<file path="config.mk">
export PLATFORM = sky130hd
export DESIGN_NAME = stable_priority_job_queue
export DESIGN_NICKNAME = d
export VERILOG_FILES = /design/src/design/spq_pkg.sv /design/src/design/spq_cell.sv /design/src/design/stable_priority_job_queue.sv
export SDC_FILE = /design/constraint.sdc
export NUM_CORES = 2
export LEC_CHECK = 0
export ABC_AREA = 1
export ABC_CLOCK_PERIOD_IN_PS = 9400
export BUFFER_PORTS_ARGS = -buffer_cell sky130_fd_sc_hd__buf_4
export CORE_MARGIN = 3
export CORE_UTILIZATION = 45
export CTS_CLUSTER_SIZE = 20
export DETAILED_ROUTE_END_ITERATION = 10
export GPL_TIMING_DRIVEN = 0
export SLEW_MARGIN = 30
export SYNTH_ARGS = -nofsm -noshare
export SYNTH_HDL_FRONTEND = slang
export SYNTH_SLANG_ARGS = --single-unit
</file>
<file path="constraint.sdc">
create_clock -name clk -period 9.4 [get_ports clk]
set_clock_uncertainty 0.05 [all_clocks]
set_input_delay 0.47 -clock clk [delete_from_list [all_inputs] [get_ports clk]]
set_output_delay 0.47 -clock clk [all_outputs]
set_load 0.02 [all_outputs]
</file>
<file path="src/design/spq_pkg.sv">
`timescale 1ns / 1ps
// ---------------------------------------------------------------------------
// spq_pkg
// Shared types and constants of the stable priority job queue.
// ---------------------------------------------------------------------------
package spq_pkg;

    localparam int CAPACITY_DEF = 32;
    localparam int TAG_W        = 8;
    localparam int PRIO_W       = 8;
    localparam int FUNC_W       = 3;
    localparam int STATUS_W     = 3;
    localparam int OCC_W        = 6;

    typedef enum logic [FUNC_W-1:0] {
        FUNC_PUSH   = 3'd0,
        FUNC_POP    = 3'd1,
        FUNC_RUN    = 3'd2,
        FUNC_REMOVE = 3'd3,
        FUNC_CLEAR  = 3'd4,
        FUNC_STOP   = 3'd5
    } func_t;

    typedef enum logic [STATUS_W-1:0] {
        ST_DONE      = 3'd0,
        ST_EMPTY     = 3'd1,
        ST_STOPPED   = 3'd2,
        ST_FULL      = 3'd3,
        ST_NOT_FOUND = 3'd4
    } status_t;

    // per-cell update command
    typedef struct packed {
        logic push;
        logic shift;
    } cell_ctl_t;

endpackage

</file>
<file path="src/design/spq_cell.sv">
`timescale 1ns / 1ps
// ---------------------------------------------------------------------------
// spq_cell
// One slot of the sorted job chain: holds a tag and a priority, takes the
// new job, its left neighbor on an insert, or its right neighbor on a removal.
// ---------------------------------------------------------------------------
module spq_cell
(
    input  logic                        clk,
    input  spq_pkg::cell_ctl_t          ctl,
    input  logic                        occupied,
    input  logic [spq_pkg::TAG_W-1:0]   new_tag,
    input  logic [spq_pkg::PRIO_W-1:0]  new_prio,
    input  logic [spq_pkg::TAG_W-1:0]   left_tag,
    input  logic [spq_pkg::PRIO_W-1:0]  left_prio,
    input  logic                        left_gt,
    input  logic [spq_pkg::TAG_W-1:0]   right_tag,
    input  logic [spq_pkg::PRIO_W-1:0]  right_prio,
    output logic [spq_pkg::TAG_W-1:0]   tag,
    output logic [spq_pkg::PRIO_W-1:0]  prio,
    output logic                        gt
);

    logic [spq_pkg::TAG_W-1:0]  tag_reg;
    logic [spq_pkg::TAG_W-1:0]  tag_next;
    logic [spq_pkg::PRIO_W-1:0] prio_reg;
    logic [spq_pkg::PRIO_W-1:0] prio_next;

    // strictly greater keeps equal priorities in arrival order
    assign gt   = occupied && (prio_reg > new_prio);
    assign tag  = tag_reg;
    assign prio = prio_reg;

    always_comb
    begin
        tag_next  = tag_reg;
        prio_next = prio_reg;
        if (ctl.push)
        begin
            if (left_gt)
            begin
                tag_next  = left_tag;
                prio_next = left_prio;
            end
            else if (gt || !occupied)
            begin
                tag_next  = new_tag;
                prio_next = new_prio;
            end
        end
        else if (ctl.shift)
        begin
            tag_next  = right_tag;
            prio_next = right_prio;
        end
    end

    always_ff @(posedge clk)
    begin
        tag_reg  <= tag_next;
        prio_reg <= prio_next;
    end

endmodule

</file>
<file path="src/design/stable_priority_job_queue.sv">
`timescale 1ns / 1ps
// ---------------------------------------------------------------------------
// stable_priority_job_queue
// Bounded priority queue of job tags kept sorted in a chain of cells.
// ---------------------------------------------------------------------------
// An operation (push, pop, remove, clear or stop) is taken in the idle state
// and carried out in the execute state once the result register is free; a
// pop of the front priority run sends one job per cycle after that while the
// result register is free. The chain of cells updates all slots at once in
// the execute state, and the one-entry result register sets the pace of a run
// under back pressure. The smallest priority leaves first, equal priorities
// leave in arrival order, and a push into a full or stopped queue is dropped
// with a status code.
// ---------------------------------------------------------------------------
module stable_priority_job_queue
#(
    parameter int CAPACITY = spq_pkg::CAPACITY_DEF
)
(
    input  logic                            clk,
    input  logic                            rst_n,
    input  logic                            in_valid,
    output logic                            in_ready,
    input  logic [spq_pkg::FUNC_W-1:0]      func,
    input  logic [spq_pkg::TAG_W-1:0]       job_tag,
    input  logic [spq_pkg::PRIO_W-1:0]      job_priority,
    output logic                            out_valid,
    input  logic                            out_ready,
    output logic [spq_pkg::TAG_W-1:0]       out_tag,
    output logic [spq_pkg::PRIO_W-1:0]      out_priority,
    output logic [spq_pkg::STATUS_W-1:0]    status,
    output logic                            last,
    output logic                            now_empty,
    output logic [spq_pkg::OCC_W-1:0]       occupancy
);

    localparam int CW = $clog2(CAPACITY + 1);

    typedef enum logic [1:0] {
        S_IDLE = 2'b01,
        S_EXEC = 2'b10
    } state_t;

    state_t                         state_reg;
    state_t                         state_next;
    logic [CW-1:0]                  count_reg;
    logic [CW-1:0]                  count_next;
    logic                           stopped_reg;
    logic                           stopped_next;

    logic [spq_pkg::FUNC_W-1:0]     func_reg;
    logic [spq_pkg::TAG_W-1:0]      tag_reg;
    logic [spq_pkg::PRIO_W-1:0]     prio_reg;

    logic                           out_valid_reg;
    logic                           out_valid_next;
    logic [spq_pkg::TAG_W-1:0]      out_tag_reg;
    logic [spq_pkg::TAG_W-1:0]      out_tag_next;
    logic [spq_pkg::PRIO_W-1:0]     out_prio_reg;
    logic [spq_pkg::PRIO_W-1:0]     out_prio_next;
    spq_pkg::status_t               out_status_reg;
    spq_pkg::status_t               out_status_next;
    logic                           out_last_reg;
    logic                           out_last_next;
    logic                           out_empty_reg;
    logic                           out_empty_next;
    logic [spq_pkg::OCC_W-1:0]      out_occ_reg;
    logic [spq_pkg::OCC_W-1:0]      out_occ_next;

    logic [spq_pkg::TAG_W-1:0]      cell_tag  [CAPACITY];
    logic [spq_pkg::PRIO_W-1:0]     cell_prio [CAPACITY];
    logic [CAPACITY-1:0]            cell_gt;
    logic [CAPACITY-1:0]            cell_occ;
    logic [CAPACITY-1:0]            match_vec;
    logic [CAPACITY-1:0]            rm_shift;
    logic [CAPACITY-1:0]            shift_vec;
    logic                           push_en;
    logic                           found;
    logic                           out_free;
    logic                           in_xfer;

    assign in_ready  = (state_reg == S_IDLE);
    assign in_xfer   = in_valid && in_ready;
    assign out_free  = !out_valid_reg || out_ready;
    assign found     = |match_vec;

    // ---- cell chain ----
    genvar i;
    generate
        for (i = 0; i < CAPACITY; i++)
        begin : g_cell
            spq_pkg::cell_ctl_t ctl;
            logic [spq_pkg::TAG_W-1:0]  l_tag;
            logic [spq_pkg::PRIO_W-1:0] l_prio;
            logic                       l_gt;
            logic [spq_pkg::TAG_W-1:0]  r_tag;
            logic [spq_pkg::PRIO_W-1:0] r_prio;

            assign cell_occ[i]  = (count_reg > CW'(i));
            assign match_vec[i] = cell_occ[i] && (cell_tag[i] == tag_reg);
            // first match and everything behind it moves up one slot
            assign rm_shift[i]  = |match_vec[i:0];
            assign ctl.push     = push_en;
            assign ctl.shift    = shift_vec[i];

            if (i == 0)
            begin : g_head
                assign l_tag  = '0;
                assign l_prio = '0;
                assign l_gt   = 1'b0;
            end
            else
            begin : g_body
                assign l_tag  = cell_tag[i-1];
                assign l_prio = cell_prio[i-1];
                assign l_gt   = cell_gt[i-1];
            end

            if (i == CAPACITY - 1)
            begin : g_tail
                assign r_tag  = cell_tag[i];
                assign r_prio = cell_prio[i];
            end
            else
            begin : g_mid
                assign r_tag  = cell_tag[i+1];
                assign r_prio = cell_prio[i+1];
            end

            spq_cell u_cell
            (
                .clk        (clk),
                .ctl        (ctl),
                .occupied   (cell_occ[i]),
                .new_tag    (tag_reg),
                .new_prio   (prio_reg),
                .left_tag   (l_tag),
                .left_prio  (l_prio),
                .left_gt    (l_gt),
                .right_tag  (r_tag),
                .right_prio (r_prio),
                .tag        (cell_tag[i]),
                .prio       (cell_prio[i]),
                .gt         (cell_gt[i])
            );
        end
    endgenerate

    // ---- control ----
    always_comb
    begin
        state_next      = state_reg;
        count_next      = count_reg;
        stopped_next    = stopped_reg;
        push_en         = 1'b0;
        shift_vec       = '0;
        out_valid_next  = out_valid_reg && !out_ready;
        out_tag_next    = out_tag_reg;
        out_prio_next   = out_prio_reg;
        out_status_next = out_status_reg;
        out_last_next   = out_last_reg;
        out_empty_next  = out_empty_reg;
        out_occ_next    = out_occ_reg;

        case (state_reg)
            S_IDLE:
            begin
                if (in_xfer && (func inside {spq_pkg::FUNC_PUSH, spq_pkg::FUNC_POP,
                    spq_pkg::FUNC_RUN, spq_pkg::FUNC_REMOVE, spq_pkg::FUNC_CLEAR,
                    spq_pkg::FUNC_STOP}))
                begin
                    state_next = S_EXEC;
                end
            end
            S_EXEC:
            begin
                if (out_free)
                begin
                    state_next      = S_IDLE;
                    out_valid_next  = 1'b1;
                    out_tag_next    = '0;
                    out_prio_next   = '0;
                    out_status_next = spq_pkg::ST_DONE;
                    out_last_next   = 1'b1;
                    case (func_reg)
                        spq_pkg::FUNC_PUSH:
                        begin
                            if (stopped_reg)
                            begin
                                out_status_next = spq_pkg::ST_STOPPED;
                            end
                            else if (count_reg == CW'(CAPACITY))
                            begin
                                out_status_next = spq_pkg::ST_FULL;
                            end
                            else
                            begin
                                push_en    = 1'b1;
                                count_next = count_reg + 1'b1;
                            end
                        end
                        spq_pkg::FUNC_POP,
                        spq_pkg::FUNC_RUN:
                        begin
                            if (count_reg == '0)
                            begin
                                out_status_next = spq_pkg::ST_EMPTY;
                            end
                            else
                            begin
                                shift_vec     = '1;
                                count_next    = count_reg - 1'b1;
                                out_tag_next  = cell_tag[0];
                                out_prio_next = cell_prio[0];
                                if (func_reg == spq_pkg::FUNC_RUN)
                                begin
                                    out_last_next = (count_reg == CW'(1)) ||
                                                    (cell_prio[1] != cell_prio[0]);
                                    if (!out_last_next)
                                    begin
                                        state_next = S_EXEC;
                                    end
                                end
                            end
                        end
                        spq_pkg::FUNC_REMOVE:
                        begin
                            if (found)
                            begin
                                shift_vec  = rm_shift;
                                count_next = count_reg - 1'b1;
                            end
                            else
                            begin
                                out_status_next = spq_pkg::ST_NOT_FOUND;
                            end
                        end
                        spq_pkg::FUNC_CLEAR:
                        begin
                            count_next = '0;
                        end
                        spq_pkg::FUNC_STOP:
                        begin
                            count_next   = '0;
                            stopped_next = 1'b1;
                        end
                        default:
                        begin
                            out_valid_next = out_valid_reg && !out_ready;
                        end
                    endcase
                    out_empty_next = (count_next == '0);
                    out_occ_next   = spq_pkg::OCC_W'(count_next);
                end
            end
            default:
            begin
                state_next = S_IDLE;
            end
        endcase
    end

    always_ff @(posedge clk or negedge rst_n)
    begin
        if (!rst_n)
        begin
            state_reg     <= S_IDLE;
            count_reg     <= '0;
            stopped_reg   <= 1'b0;
            out_valid_reg <= 1'b0;
        end
        else
        begin
            state_reg     <= state_next;
            count_reg     <= count_next;
            stopped_reg   <= stopped_next;
            out_valid_reg <= out_valid_next;
        end
    end

    // item and result payload
    always_ff @(posedge clk)
    begin
        if (in_xfer)
        begin
            func_reg <= func;
            tag_reg  <= job_tag;
            prio_reg <= job_priority;
        end
        out_tag_reg    <= out_tag_next;
        out_prio_reg   <= out_prio_next;
        out_status_reg <= out_status_next;
        out_last_reg   <= out_last_next;
        out_empty_reg  <= out_empty_next;
        out_occ_reg    <= out_occ_next;
    end

    assign out_valid    = out_valid_reg;
    assign out_tag      = out_tag_reg;
    assign out_priority = out_prio_reg;
    assign status       = out_status_reg;
    assign last         = out_last_reg;
    assign now_empty    = out_empty_reg;
    assign occupancy    = out_occ_reg;

endmodule
</file>
==> impl_results.md <==
* Worst slew pin tran at 1.14 ns
* Number of antenna violations at the first check in global routing at 12
* HPWL after DPL at around 130 mm
* FILL cells at 8468
* Routed wire per std cell at slightly below 30 um
* GRT Total Usage at roughly two fifths
* Max_cap viols at 0
* RSZ-0062 raised after global routing: false
* CP Cell Sequence: clkinv_4, ha_1, nand2_1, o21ai_0, nand2_1, o211ai_1, o21ai_0, a21oi_1, clkinv_1, clkbuf_1, a41oi_2, buf_4
* IO Port Bufs at 51
* Worst vdd ir at about 0.00015 V
* Fin Setup TNS at 0 ns
* Number of global-route vias before repair at ~36k
* Critical path's largest stage delay at about 0.94 ns
* Outcome: completed
* Syn-to-layout area delta at 13.1%
* Share of post-route cells with drive strength above 1 at around 9.0%
* Fmax at between 0.15 and 0.2 GHz
* Pre-CTS WS at ~4.2 ns
* CTS buffer count at between 70 and 80
* Clock root buffer: clkbuf_16
* Post-synthesis net count at approximately 5k
* Row count at roughly 110
* Yosys warns at 0
* Htree depth at 3
* ANT nets after route at 0
* Synth Cell Area at around 39000 um2
* Slew Viols, Final at 0
* Routed WL at 178 mm
* Ys async rst share at 1.76%
* Final WS setup at slightly below 4 ns
* Final Cycle Share at between 50% and 60%
* Synth Flop Type: edfxtp_1
* FF/Latch Area at approximately 17000 um2
* Post-CTS setup buffer count at 0
* R2r startpoint: prio_reg[3]
* Final Cell Area at between 40000 and 50000 um2
* Mapped Cells at 4791
* Buf+Inv Stages, Crit Path at 4
* Minimum clock period after layout at 5.55 ns
* Crit. End Element: flop
* Synth unique cells at between 50 and 60
* CP startpoint: prio_reg[3]
* Final Hold Viols at 0
* Clock transition at path regs at 0.07 ns
* PwrDens at ~210 nW/um2
* CTS tree: done
* Via-to-Cell Ratio at approximately 6.2
* Chip Width at around 300 um
* CORE AREA at 85400 um2
* Worst path top cell family by delay: buffers and inverters
* CP max stage cell: edfxtp_1
* Syn Area/Cell at about 8 um2
* Finished Core Util at 51.4%
* Worst Path Max Fanout at 39
* Number of synthesized flops with an enable pin at around 560
* Pleak at 17.7 nW
* Pre-antenna DRT Iters at 6
* Die area at ~90000 um2
* Final Power at 0.00926 W
* GRT overflow at 0
* Vias at roughly 38k
* CTS Buffer Depth at 3
* Initial core utilization at a little under half
* Footprint of the multi-input gates at around 19000 um2
* CP startpoint kind: flop
* Final setup viols at 0
* DRC Markers at 0
* IO Pins at between 50 and 60
* Register area share after synthesis at 43.8%
* Yosys reg bits at 568
* Largest net degree at the start of global routing at 41
* Area after DPL at between 40000 and 50000 um2
* Initial DRC count at about 4.9k
* RePlAce Congestion at about 1
* WS Path Type: flop to flop
* Required @ worst endpoint at 9.70 ns
* TritonCTS Sinks at approximately 570
* First-pass GRT wire length at between 200 and 300 mm
* Slew margin rel. at between 20% and 30%
* Resize count post-CTS at 0
* Vert. Die Dim at ~300 um
* Final #Nets at approximately 5.3k
* Worst Hold Class: input port to asynchronous set/reset pin
* Clk_lat worst skew at 0.68 ns
* Crit path DAT at just under 6 ns
metal layers:
layer | up-vias | GRT usage, % | share of wire, %
met1 | 18200 | 47.9 | 37
met5 | - | 0 | 0.021
met3 | 709 | 8.74 | 11
li1 | 16800 | - | -
met2 | 2607 | 60.2 | 44
met4 | 6 | 26.5 | 8.2
worst paths after layout:
check	end	slack (ns)	depth (start not counted)
setup / recovery	g_cell[3].u_cell.prio[2]	3.85	12
hold reg to reg	state_reg[0]	0.48	2
setup reg to reg	g_cell[3].u_cell.prio[2]	3.85	12
max in group asynchronous	state_reg[0]	8.91	2
hold / removal	count_reg[1]	0.15	2
min in group clk	out_valid	0.16	4
worst register-to-register path, cell delays in order, from the launching register on:
cell and delay (ns):
edfxtp_1 0.94, clkinv_4 0.77, ha_1 0.58, nand2_1 0.08
o21ai_0 0.21, nand2_1 0.08, o211ai_1 0.08, o21ai_0 0.31
a21oi_1 0.62, clkinv_1 0.45, clkbuf_1 0.36, a41oi_2 0.43
buf_4 0.30
timing repair:
| action | in CTS | in global routing |
|---|---|---|
| endpoints found under the setup margin | 0 | 0 |
| endpoints found under the hold margin | 29 | 0 |
| hold buffers | 20 | 0 |
power by group:
| part | switching (W) | internal, W | total [W] |
|---|---|---|---|
| clock | 0.00123 | 0.00171 | 0.00294 |
| combinational | 0.00243 | 0.000791 | 0.00322 |
| sequential | 0.000147 | 0.00296 | 0.00310 |
logic make-up (layout without fill, tap and decap cells):
group,after synthesis,count (layout),share of synthesized area (%)
simple gates,1758,1758,18.2
compound gates,1435,1435,19.1
buf+inv,597,826,6.57
flops,568,568,43.8
fa+ha+maj,264,264,8.51
xor+xnor,169,169,3.81
other cells,0,6,0
placed cells by master, fill, tap and decap left out, types with 15 or more instances in the layout:
master         instances
nand2_1             1092
o21ai_0              960
edfxtp_1             558
nor2_1               474
a21oi_1              346
ha_1                 264
inv_1                257
clkbuf_1             157
xnor2_1              147
nand3_1               99
buf_4                 92
buf_2                 80
clkbuf_16             71
o211ai_1              50
o21ai_1               34
inv_2                 23
xor2_1                22
clkbuf_2              21
clkinv_1              21
buf_6                 20
nor3_1                20
dlygate4sd3_1         20
nand4_1               19
clkinv_2              18
nand2_2               15
through the flow:
step / instances / hold WS [ns]
after floorplan: 4791 / 0.124
after global placement: 5986 / 0.267
after detailed placement: 6016 / 0.269
after CTS: 6164 / 0.128
after global routing: 6164 / 0.173
final: 6170 / 0.147
Yosys cell counts (2+ instances only):
cell	number	area share (%)
o31ai_1	3	0.058
o21a_1	3	0.058
nor2_2	9	0.15
dfrtp_1	9	0.58
a21oi_1	358	4.6
buf_1	14	0.14
nor2_1	475	4.6
inv_4	2	0.032
nand2_2	15	0.24
clkinv_2	2	0.026
nor2_4	5	0.15
nand4_1	19	0.31
nand3_2	10	0.26
clkbuf_1	171	1.7
o21ai_1	32	0.41
buf_4	29	0.56
a31oi_1	3	0.048
a2111oi_0	2	0.045
edfxtp_1	558	43
clkinv_1	16	0.15
nand2_4	7	0.20
nand2_1	1092	11
ha_1	264	8.5
nor2_8	3	0.15
xor2_1	22	0.50
buf_6	11	0.32
nand3_1	99	1.3
inv_2	23	0.22
a311oi_1	4	0.090
nor3_1	20	0.26
xnor2_1	147	3.3
o211ai_1	50	0.97
o21ai_0	964	12
inv_1	258	2.5
o22ai_1	2	0.032
buf_8	2	0.077
a41oi_1	2	0.045
buf_2	68	0.88
area by class of cell:
cell class              count  share of cell area, %
plain buffers             295                   3.31
diodes                      6                 0.0342
clock inverters            47                   1.28
inverters                 302                   2.66
clock buffers              81                   4.16
flip-flops and latches    568                   38.7
repair buffers            101                   2.17
well taps                1144                   3.26
multi-input cells        3626                   44.4
Power figures use the tool's default switching activity.
